<file path="src/sv/whs_pkg.sv">
package whs_pkg;

  localparam int MAX_NEIGHBOURS = 16;
  localparam int RATE_BITS      = 32;

  // Widths fixed by the transaction fields.
  localparam int SLOT_BITS   = 4;
  localparam int VALUE_BITS  = 32;
  localparam int FRAC_BITS   = 32;
  localparam int SUM_BITS    = 36;
  localparam int COUNT_BITS  = 5;
  localparam int STATUS_BITS = 2;
  localparam int HI_BITS     = SUM_BITS - FRAC_BITS;

  localparam int IDX_BITS = (MAX_NEIGHBOURS > 1) ? $clog2(MAX_NEIGHBOURS) : 1;
  localparam int CNT_BITS = $clog2(MAX_NEIGHBOURS + 1);
  localparam int CUM_RAW  = RATE_BITS + CNT_BITS;
  localparam int CUM_BITS = (CUM_RAW > SUM_BITS) ? CUM_RAW : SUM_BITS;

  localparam int QDEPTH    = 2;
  localparam int QPTR_BITS = (QDEPTH > 1) ? $clog2(QDEPTH) : 1;
  localparam int QCNT_BITS = $clog2(QDEPTH + 1);

  localparam int APB_ADDR_BITS = 3;
  localparam int APB_DATA_BITS = 32;
  localparam logic [0:0] REG_NEIGHBOUR_COUNT = 1'b0;

  localparam logic [1:0] REQ_WRITE_RATE   = 2'd0;
  localparam logic [1:0] REQ_SET_OCC      = 2'd1;
  localparam logic [1:0] REQ_CHOOSE_ANY   = 2'd2;
  localparam logic [1:0] REQ_CHOOSE_FREE  = 2'd3;

  localparam logic [STATUS_BITS-1:0] STATUS_CHOSEN = 2'd0;
  localparam logic [STATUS_BITS-1:0] STATUS_NONE   = 2'd1;
  localparam logic [STATUS_BITS-1:0] STATUS_DONE   = 2'd2;

  typedef enum logic [1:0] {
    OP_RATE,
    OP_OCC,
    OP_ANY,
    OP_FREE
  } op_t;

  typedef enum logic [2:0] {
    BS_IDLE,
    BS_SUM,
    BS_MUL,
    BS_ADD,
    BS_WALK
  } bstate_t;

  typedef struct packed {
    logic [1:0]            req_type;
    logic [SLOT_BITS-1:0]  slot;
    logic [VALUE_BITS-1:0] rate_value;
    logic                  occupied_flag;
    logic [FRAC_BITS-1:0]  random_fraction;
  } whs_in_t;

  typedef struct packed {
    logic [STATUS_BITS-1:0] status;
    logic [SLOT_BITS-1:0]   chosen_slot;
    logic [SUM_BITS-1:0]    total_rate;
  } whs_out_t;

  // Classified request as it sits in the queue.
  typedef struct packed {
    op_t                  op;
    logic                 slot_ok;
    logic [IDX_BITS-1:0]  slot;
    logic [RATE_BITS-1:0] rate;
    logic                 occ;
    logic [FRAC_BITS-1:0] frac;
  } whs_item_t;

  typedef struct packed {
    logic not_empty;
    logic full;
  } whs_qstat_t;

endpackage

</file>
<file path="src/sv/whs_front.sv">
module whs_front (
  input  logic              clk,
  input  logic              rst_n,
  input  logic              start,
  output logic              busy,
  input  whs_pkg::whs_in_t  in_data,
  input  whs_pkg::whs_qstat_t q_stat,
  output logic              q_push,
  output whs_pkg::whs_item_t q_item
);
  import whs_pkg::*;

  logic      hold_valid_r, hold_valid_nxt;
  whs_item_t hold_item_r;
  whs_item_t dec_item;
  logic      accept;

  assign busy   = hold_valid_r && q_stat.full;
  assign accept = start && !busy;
  assign q_push = hold_valid_r && !q_stat.full;
  assign q_item = hold_item_r;

  always_comb begin
    dec_item         = '0;
    dec_item.slot_ok = (int'(in_data.slot) < MAX_NEIGHBOURS);
    dec_item.slot    = IDX_BITS'(in_data.slot);
    dec_item.rate    = RATE_BITS'(in_data.rate_value);
    dec_item.occ     = in_data.occupied_flag;
    dec_item.frac    = in_data.random_fraction;
    unique case (in_data.req_type)
      REQ_WRITE_RATE:  dec_item.op = OP_RATE;
      REQ_SET_OCC:     dec_item.op = OP_OCC;
      REQ_CHOOSE_ANY:  dec_item.op = OP_ANY;
      REQ_CHOOSE_FREE: dec_item.op = OP_FREE;
      default:         dec_item.op = OP_RATE;
    endcase
  end

  always_comb begin
    hold_valid_nxt = hold_valid_r;
    if (accept) begin
      hold_valid_nxt = 1'b1;
    end else if (q_push) begin
      hold_valid_nxt = 1'b0;
    end
  end

  always_ff @(posedge clk) begin
    if (!rst_n) begin
      hold_valid_r <= 1'b0;
    end else begin
      hold_valid_r <= hold_valid_nxt;
    end
  end

  always_ff @(posedge clk) begin
    if (accept) begin
      hold_item_r <= dec_item;
    end
  end

endmodule

</file>
<file path="src/sv/whs_queue.sv">
module whs_queue (
  input  logic                clk,
  input  logic                rst_n,
  input  logic                push,
  input  whs_pkg::whs_item_t  push_item,
  input  logic                pop,
  output whs_pkg::whs_item_t  head,
  output whs_pkg::whs_qstat_t stat
);
  import whs_pkg::*;

  whs_item_t             entry_r [QDEPTH];
  logic [QPTR_BITS-1:0]  wr_ptr_r, wr_ptr_nxt;
  logic [QPTR_BITS-1:0]  rd_ptr_r, rd_ptr_nxt;
  logic [QCNT_BITS-1:0]  count_r, count_nxt;

  assign head           = entry_r[rd_ptr_r];
  assign stat.not_empty = (count_r != '0);
  assign stat.full      = (count_r == QCNT_BITS'(QDEPTH));

  always_comb begin
    wr_ptr_nxt = wr_ptr_r;
    rd_ptr_nxt = rd_ptr_r;
    count_nxt  = count_r;
    if (push) begin
      wr_ptr_nxt = (wr_ptr_r == QPTR_BITS'(QDEPTH - 1)) ? '0 : wr_ptr_r + 1'b1;
    end
    if (pop) begin
      rd_ptr_nxt = (rd_ptr_r == QPTR_BITS'(QDEPTH - 1)) ? '0 : rd_ptr_r + 1'b1;
    end
    if (push && !pop) begin
      count_nxt = count_r + 1'b1;
    end else if (pop && !push) begin
      count_nxt = count_r - 1'b1;
    end
  end

  always_ff @(posedge clk) begin
    if (!rst_n) begin
      wr_ptr_r <= '0;
      rd_ptr_r <= '0;
      count_r  <= '0;
    end else begin
      wr_ptr_r <= wr_ptr_nxt;
      rd_ptr_r <= rd_ptr_nxt;
      count_r  <= count_nxt;
    end
  end

  always_ff @(posedge clk) begin
    if (push) begin
      entry_r[wr_ptr_r] <= push_item;
    end
  end

endmodule

</file>
<file path="src/sv/whs_back.sv">
module whs_back (
  input  logic                           clk,
  input  logic                           rst_n,
  input  logic [whs_pkg::COUNT_BITS-1:0] neighbour_count,
  input  whs_pkg::whs_item_t             q_head,
  input  whs_pkg::whs_qstat_t            q_stat,
  output logic                           q_pop,
  output logic                           out_valid,
  output whs_pkg::whs_out_t              out_data
);
  import whs_pkg::*;

  bstate_t state_r, state_nxt;

  logic [RATE_BITS-1:0]        rate_tbl_r [MAX_NEIGHBOURS];
  logic [MAX_NEIGHBOURS-1:0]   occ_r;
  logic [SUM_BITS-1:0]         rate_sum_r, rate_sum_nxt;
  logic                        out_valid_r, out_valid_nxt;
  whs_out_t                    out_data_r, out_data_nxt;

  logic                        free_r;
  logic [FRAC_BITS-1:0]        frac_r;
  logic [SUM_BITS-1:0]         total_r, total_nxt;
  logic [2*FRAC_BITS-1:0]      plo_r;
  logic [FRAC_BITS+HI_BITS-1:0] phi_r;
  logic [SUM_BITS-1:0]         target_r;
  logic [CUM_BITS-1:0]         cum_r, cum_nxt;
  logic [CNT_BITS-1:0]         idx_r, idx_nxt;

  logic [CNT_BITS-1:0]         walk_len;
  logic [IDX_BITS-1:0]         rd_idx;
  logic [RATE_BITS-1:0]        rd_rate;
  logic                        rd_occ;
  logic                        walk_done;
  logic                        eligible;
  logic [CUM_BITS-1:0]         cum_add;
  logic                        hit;
  logic                        tbl_we;
  logic                        occ_we;
  logic                        is_update;

  assign walk_len = (int'(neighbour_count) > MAX_NEIGHBOURS) ?
                    CNT_BITS'(MAX_NEIGHBOURS) : CNT_BITS'(neighbour_count);

  // A single read port on the table: the queue head slot while idle,
  // otherwise the walk position.
  assign rd_idx  = (state_r == BS_IDLE) ? q_head.slot : idx_r[IDX_BITS-1:0];
  assign rd_rate = rate_tbl_r[rd_idx];
  assign rd_occ  = occ_r[rd_idx];

  // Past the end of the walk the read index wraps, so a hit is only valid
  // while the position is still inside the walked range.
  assign walk_done = (idx_r == walk_len);
  assign eligible  = !(free_r && rd_occ);
  assign cum_add   = cum_r + (eligible ? CUM_BITS'(rd_rate) : '0);
  assign hit       = eligible && !walk_done && (cum_add >= CUM_BITS'(target_r));
  assign is_update = (q_head.op == OP_RATE) || (q_head.op == OP_OCC);

  assign q_pop     = (state_r == BS_IDLE) && q_stat.not_empty;
  assign tbl_we    = q_pop && (q_head.op == OP_RATE) && q_head.slot_ok;
  assign occ_we    = q_pop && (q_head.op == OP_OCC) && q_head.slot_ok;
  assign out_valid = out_valid_r;
  assign out_data  = out_data_r;

  always_comb begin
    state_nxt = state_r;
    unique case (state_r)
      BS_IDLE: begin
        if (q_stat.not_empty) begin
          unique case (q_head.op)
            OP_ANY:  state_nxt = BS_MUL;
            OP_FREE: state_nxt = BS_SUM;
            default: state_nxt = BS_IDLE;
          endcase
        end
      end
      BS_SUM:  state_nxt = walk_done ? BS_MUL : BS_SUM;
      BS_MUL:  state_nxt = BS_ADD;
      BS_ADD:  state_nxt = BS_WALK;
      BS_WALK: state_nxt = (walk_done || hit) ? BS_IDLE : BS_WALK;
      default: state_nxt = BS_IDLE;
    endcase
  end

  always_comb begin
    rate_sum_nxt  = rate_sum_r;
    out_valid_nxt = 1'b0;
    out_data_nxt  = out_data_r;
    total_nxt     = total_r;
    cum_nxt       = cum_r;
    idx_nxt       = idx_r;
    unique case (state_r)
      BS_IDLE: begin
        idx_nxt   = '0;
        cum_nxt   = '0;
        total_nxt = rate_sum_r;
        if (tbl_we) begin
          rate_sum_nxt = SUM_BITS'(rate_sum_r - SUM_BITS'(rd_rate) + SUM_BITS'(q_head.rate));
        end
        if (q_pop && is_update) begin
          out_valid_nxt            = 1'b1;
          out_data_nxt.status      = STATUS_DONE;
          out_data_nxt.chosen_slot = '0;
          out_data_nxt.total_rate  = rate_sum_nxt;
        end
      end
      BS_SUM: begin
        if (walk_done) begin
          total_nxt = SUM_BITS'(cum_r);
          idx_nxt   = '0;
          cum_nxt   = '0;
        end else begin
          cum_nxt = cum_add;
          idx_nxt = idx_r + 1'b1;
        end
      end
      BS_WALK: begin
        if (hit) begin
          out_valid_nxt            = 1'b1;
          out_data_nxt.status      = STATUS_CHOSEN;
          out_data_nxt.chosen_slot = SLOT_BITS'(idx_r);
          out_data_nxt.total_rate  = total_r;
        end else if (walk_done) begin
          out_valid_nxt            = 1'b1;
          out_data_nxt.status      = STATUS_NONE;
          out_data_nxt.chosen_slot = '0;
          out_data_nxt.total_rate  = total_r;
        end else begin
          cum_nxt = cum_add;
          idx_nxt = idx_r + 1'b1;
        end
      end
      default: begin
      end
    endcase
  end

  always_ff @(posedge clk) begin
    if (!rst_n) begin
      state_r     <= BS_IDLE;
      out_valid_r <= 1'b0;
      rate_sum_r  <= '0;
      occ_r       <= '0;
      for (int k = 0; k < MAX_NEIGHBOURS; k++) begin
        rate_tbl_r[k] <= '0;
      end
    end else begin
      state_r     <= state_nxt;
      out_valid_r <= out_valid_nxt;
      rate_sum_r  <= rate_sum_nxt;
      if (tbl_we) begin
        rate_tbl_r[q_head.slot] <= q_head.rate;
      end
      if (occ_we) begin
        occ_r[q_head.slot] <= q_head.occ;
      end
    end
  end

  // The scaling product is split at bit 32 of the total; the high part is narrow.
  always_ff @(posedge clk) begin
    out_data_r <= out_data_nxt;
    total_r    <= total_nxt;
    cum_r      <= cum_nxt;
    idx_r      <= idx_nxt;
    if (q_pop) begin
      free_r <= (q_head.op == OP_FREE);
      frac_r <= q_head.frac;
    end
    if (state_r == BS_MUL) begin
      plo_r <= (2*FRAC_BITS)'(frac_r) * (2*FRAC_BITS)'(total_r[FRAC_BITS-1:0]);
      phi_r <= (FRAC_BITS+HI_BITS)'(frac_r) *
               (FRAC_BITS+HI_BITS)'(total_r[SUM_BITS-1:FRAC_BITS]);
    end
    if (state_r == BS_ADD) begin
      target_r <= SUM_BITS'(phi_r + (FRAC_BITS+HI_BITS)'(plo_r[2*FRAC_BITS-1:FRAC_BITS]));
    end
  end

`ifndef ASSERT_OFF
  a_walk_in_range: assert property (@(posedge clk) disable iff (!rst_n)
    (state_r == BS_WALK || state_r == BS_SUM) |-> (idx_r <= walk_len))
    else $error("walk position ran past the neighbour count");

  a_chosen_walked: assert property (@(posedge clk) disable iff (!rst_n)
    (out_valid_r && out_data_r.status == STATUS_CHOSEN) |->
      (int'(out_data_r.chosen_slot) < int'(walk_len)))
    else $error("chosen slot lies outside the walked range");

  a_update_result: assert property (@(posedge clk) disable iff (!rst_n)
    (q_pop && is_update) |=> (out_valid_r && out_data_r.status == STATUS_DONE))
    else $error("update transaction produced no completion result");
`endif

endmodule

</file>
<file path="src/sv/weighted_hop_selector_top.sv">
// A transaction passes the front hold register and a queue entry; for an update the back end
// then raises registered out_valid, while a pick runs the MUL, ADD and WALK states first, the
// walk reading one stored rate per cycle. A pick over unoccupied slots first sums the walked
// rates in the SUM state. The back end takes queued updates back to back but holds the queue
// while a pick runs. A two-entry queue lets the front take new transactions while a pick is walking.
// Synchronous active-low reset clears the rate table, occupancy, running sum and count.
module weighted_hop_selector_top (
  input  logic                              clk,
  input  logic                              rst_n,
  input  logic                              start,
  output logic                              busy,
  input  whs_pkg::whs_in_t                  in_data,
  output logic                              out_valid,
  output whs_pkg::whs_out_t                 out_data,
  input  logic                              psel,
  input  logic                              penable,
  input  logic                              pwrite,
  input  logic [whs_pkg::APB_ADDR_BITS-1:0] paddr,
  input  logic [whs_pkg::APB_DATA_BITS-1:0] pwdata,
  output logic [whs_pkg::APB_DATA_BITS-1:0] prdata,
  output logic                              pready
);
  import whs_pkg::*;

  logic [COUNT_BITS-1:0] count_r, count_nxt;
  logic                  q_push;
  logic                  q_pop;
  whs_item_t             q_in_item;
  whs_item_t             q_head;
  whs_qstat_t            q_stat;
  logic                  reg_sel;

  assign pready  = 1'b1;
  assign reg_sel = (paddr[APB_ADDR_BITS-1:2] == REG_NEIGHBOUR_COUNT);
  assign prdata  = reg_sel ? APB_DATA_BITS'(count_r) : '0;

  always_comb begin
    count_nxt = count_r;
    if (psel && penable && pwrite && pready && reg_sel) begin
      count_nxt = pwdata[COUNT_BITS-1:0];
    end
  end

  always_ff @(posedge clk) begin
    if (!rst_n) begin
      count_r <= '0;
    end else begin
      count_r <= count_nxt;
    end
  end

  whs_front u_front (
    .clk     (clk),
    .rst_n   (rst_n),
    .start   (start),
    .busy    (busy),
    .in_data (in_data),
    .q_stat  (q_stat),
    .q_push  (q_push),
    .q_item  (q_in_item)
  );

  whs_queue u_queue (
    .clk       (clk),
    .rst_n     (rst_n),
    .push      (q_push),
    .push_item (q_in_item),
    .pop       (q_pop),
    .head      (q_head),
    .stat      (q_stat)
  );

  whs_back u_back (
    .clk             (clk),
    .rst_n           (rst_n),
    .neighbour_count (count_r),
    .q_head          (q_head),
    .q_stat          (q_stat),
    .q_pop           (q_pop),
    .out_valid       (out_valid),
    .out_data        (out_data)
  );

endmodule
</file>
<file path="config.mk">
export PLATFORM = sky130hd
export DESIGN_NAME = weighted_hop_selector_top
export DESIGN_NICKNAME = d
export VERILOG_FILES = /design/src/sv/whs_pkg.sv /design/src/sv/whs_front.sv /design/src/sv/whs_queue.sv /design/src/sv/whs_back.sv /design/src/sv/weighted_hop_selector_top.sv
export SDC_FILE = /design/constraint.sdc
export NUM_CORES = 2
export LEC_CHECK = 0
export BUFFER_PORTS_ARGS = -buffer_cell sky130_fd_sc_hd__buf_4
export CAP_MARGIN = 20
export CELL_PAD_IN_SITES_DETAIL_PLACEMENT = 0
export CELL_PAD_IN_SITES_GLOBAL_PLACEMENT = 1
export CORE_AREA = 3 3 657 333
export CTS_BUF_LIST = sky130_fd_sc_hd__clkbuf_4
export DETAILED_ROUTE_END_ITERATION = 8
export DIE_AREA = 0 0 660 336
export GPL_TIMING_DRIVEN = 1
export PLACE_DENSITY_LB_ADDON = 0.12
export SETUP_SLACK_MARGIN = 0.02
export SYNTH_ARGS = -nofsm -noshare
export SYNTH_HDL_FRONTEND = slang
export SYNTH_SLANG_ARGS = --single-unit
</file>
<file path="constraint.sdc">
create_clock -name clk -period 16.1 [get_ports clk]
set_clock_uncertainty 0.2 [all_clocks]
set_input_delay 0.805 -clock clk [delete_from_list [all_inputs] [get_ports clk]]
set_output_delay 0.805 -clock clk [all_outputs]
set_load 0.1 [all_outputs]
</file>
==> flow_summary.json <==
{
  "status": "finished, final reports clean",
  "syn_to_final_growth_pct": 10.5,
  "slowest_delay_ns": 0.68,
  "synthArstFlopShare": 0,
  "dr.pass1.iters": 7,
  "fillCellCount": 20500,
  "synth_top_family_by_area": "adder cells",
  "layout_common_cells": "inv_1, fa_1, edfxtp_1",
  "layout_worst_path_cycle_share": 0.658,
  "timing.final.ws_setup_ns": 5.51,
  "grt_pass1_wl_microns": 357000,
  "dpl.hpwl_microns": 156000,
  "die_w_microns": 660,
  "seqCellArea_sq_um": 30800,
  "vias": 54100,
  "slowest_stage": "o41ai_1",
  "start_util": 0.390,
  "ios": 189,
  "nets": 9278,
  "coreArea_sq_um": 213000,
  "mostFrequentLayoutCell": "inv_1",
  "clock_latency_ns": 1.10,
  "root_buffer": "clkbuf_4",
  "cts_tree": "done",
  "place_ws_ns": 5.33,
  "tightest_slew_ns": 1.06,
  "drt-wirelength-per-cell_microns": 21.4,
  "critPathMostFrequentCell": "a21oi_1",
  "synthAdderAreaFrac": 0.304,
  "synth_area_sq_um": 83100,
  "yosys_warnings": 0,
  "dr_wl_met2_microns": 111000,
  "crit_path_end_kind": "flip-flop",
  "drt_iter0_drc": 3141,
  "crit_arrival_ns": 11.02,
  "relSlewSlack": 0.296,
  "cts_hold_buf": 83,
  "track_usage": 0.212,
  "cts_htree_levels": 5,
  "met3_length_microns": 9680,
  "synthXorXnorAreaFrac": 0.0174,
  "synthFlopType": "edfxtp_1",
  "synth_edf_count": 982,
  "wl_met1_microns": 106000,
  "cts_resized": 0,
  "std_cell_rows": 120,
  "max_freq_ghz": 0.0944,
  "seq_area_frac_synth": 0.371,
  "yosysUniqueCellTypes": 80,
  "worstPathRequired_ns": 16.53,
  "ys_ff_latch": 1049,
  "antenna_found_initial": 9,
  "tns_ns": 0,
  "hold_slack_ns": 0.218,
  "setup_viol": 0,
  "hold_viol": 0,
  "place.gp.congestion": 0.805,
  "dieArea_sq_um": 222000,
  "hp-class": "flip-flop to flip-flop",
  "critPathTopFamily": "compound AO/OA/AOI/OAI gates",
  "grt.overflow.total": 0,
  "synth-compound-area-share": 0.0484,
  "rsz0062_at_grt": "no",
  "clockBufferDepth": 4,
  "drv_slew": 0,
  "drive_above_1_share": 0.128,
  "critPathKind": "flip-flop to flip-flop",
  "cts_buffers": 279,
  "cts.clk_slew.worst_paths_ns": 0.06,
  "syn_inst": 7497,
  "muxShareOfSynthArea": 0.0580,
  "ant_nets": 0,
  "io_buffers": 131,
  "crit_path_start_kind": "flip-flop",
  "drc": 0,
  "drv_cap": 0,
  "cts_setup_buffers": 0,
  "dr.max_layer_used": "met4",
  "multi_input_area_sq_um": 46900,
  "die-height_microns": 336,
  "synth_simple_gate_area_frac": 0.132,
  "drt_wl_total_microns": 231000,
  "grt_pass1_vias": 57800,
  "grt_max_degree": 78,
  "syn_avg_cell_area_sq_um": 11.1,
  "via_per_inst": 5.01,
  "path_max_fanout": 37,
  "min_period_ns": 10.59,
  "cts.sinks": 1049,
  "timing.critical_path.buf_inv": 3
}
==> final timing paths <==
kind | cells after the start | end | start | slack (ns)
setup / recovery | 31 | u_back.cum_r[15] | u_back.state_r[0] | 5.51
hold / removal | 0 | u_queue.entry_r[0][23] | u_front.q_item[23] | 0.22
setup reg to reg | 31 | u_back.cum_r[15] | u_back.state_r[0] | 5.51
hold reg to reg | 0 | u_queue.entry_r[0][23] | u_front.q_item[23] | 0.22
==> synth_stat cells, types with 7 or more instances <==
| cell type | number | area (sq um) |
|---|---|---|
| buf_1 | 10 | 37.5 |
| nand4_1 | 18 | 113 |
| o21bai_1 | 20 | 150 |
| a21oi_1 | 228 | 1140 |
| dfxtp_1 | 67 | 1340 |
| a31oi_1 | 11 | 68.8 |
| xor2_1 | 46 | 403 |
| buf_4 | 28 | 210 |
| o21a_1 | 42 | 315 |
| and2_1 | 505 | 3160 |
| nand2_1 | 843 | 3160 |
| mux2_2 | 97 | 1090 |
| edfxtp_1 | 982 | 29500 |
| a211oi_1 | 24 | 180 |
| o211ai_1 | 9 | 67.6 |
| a31o_2 | 7 | 61.3 |
| o21ai_0 | 100 | 500 |
| a21boi_0 | 8 | 60.1 |
| nor2b_1 | 100 | 626 |
| mux4_2 | 130 | 2930 |
| xnor2_1 | 119 | 1040 |
| a211o_1 | 7 | 61.3 |
| buf_2 | 13 | 65.1 |
| inv_1 | 1058 | 3970 |
| ha_1 | 438 | 5480 |
| a21o_1 | 80 | 601 |
| fa_1 | 989 | 19800 |
| mux2i_1 | 79 | 791 |
| nor3_1 | 26 | 130 |
| clkbuf_1 | 396 | 1490 |
| nand3_1 | 46 | 230 |
| nand2b_1 | 29 | 181 |
| and3_1 | 25 | 156 |
| nor2_1 | 789 | 2960 |
| a221oi_1 | 9 | 78.8 |
==> metal layers <==
| layer | track usage | up-vias |
|---|---|---|
| met1 | 0.295 | 27900 |
| li1 | - | 24800 |
| met4 | 0.0453 | 0 |
| met5 | 0 | - |
| met2 | 0.357 | 1122 |
| met3 | 0.0248 | 280 |
==> sequential cells by signal (all words and copies together), names as in the netlist, 5 cells and up, named ones only <==
| register | flops |
|---|---|
| u_back.target_r | 36 |
| u_back.rate_sum_r | 36 |
| u_back.occ_r | 16 |
| u_back.out_data | 42 |
| u_back.phi_r | 36 |
| u_back.plo_r | 32 |
| u_queue.entry_r | 142 |
| u_back.rate_tbl_r | 512 |
| u_front.q_item | 71 |
| u_back.cum_r | 37 |
| u_back.idx_r | 5 |
| count_r | 5 |
| u_back.frac_r | 32 |
| u_back.total_r | 36 |
==> per-stage QoR <==
stage | std cells | utilization | instance area, sq um
floorplan | 7523 | - | 83200
global placement | 10200 | 0.410 | 87600
detailed placement | 10200 | 0.410 | 87600
CTS | 10800 | 0.431 | 91900
global route | 10800 | 0.431 | 91900
finish | 10800 | 0.431 | 91900
==> cells by family after synthesis <==
family          Yosys count
simple gates           2412
buf+inv                1506
fa+ha+maj              1427
flops                  1049
compound gates          629
mux                     307
xor+xnor                165
other cells               2
==> cell type report <==
| class | instances | area share |
|---|---|---|
| Antenna cell | 10 | 0.000272 |
| Timing Repair Buffer | 382 | 0.0340 |
| Inverter | 1059 | 0.0433 |
| Sequential cell | 1049 | 0.336 |
| Clock inverter | 71 | 0.00502 |
| Clock buffer | 401 | 0.0328 |
| Tap cell | 2867 | 0.0390 |
| Multi-Input combinational cell | 4968 | 0.510 |
Power is left out: the tool's default activity adds up to more than one toggle a clock period on the data nets, which glitch-free logic cannot reach.
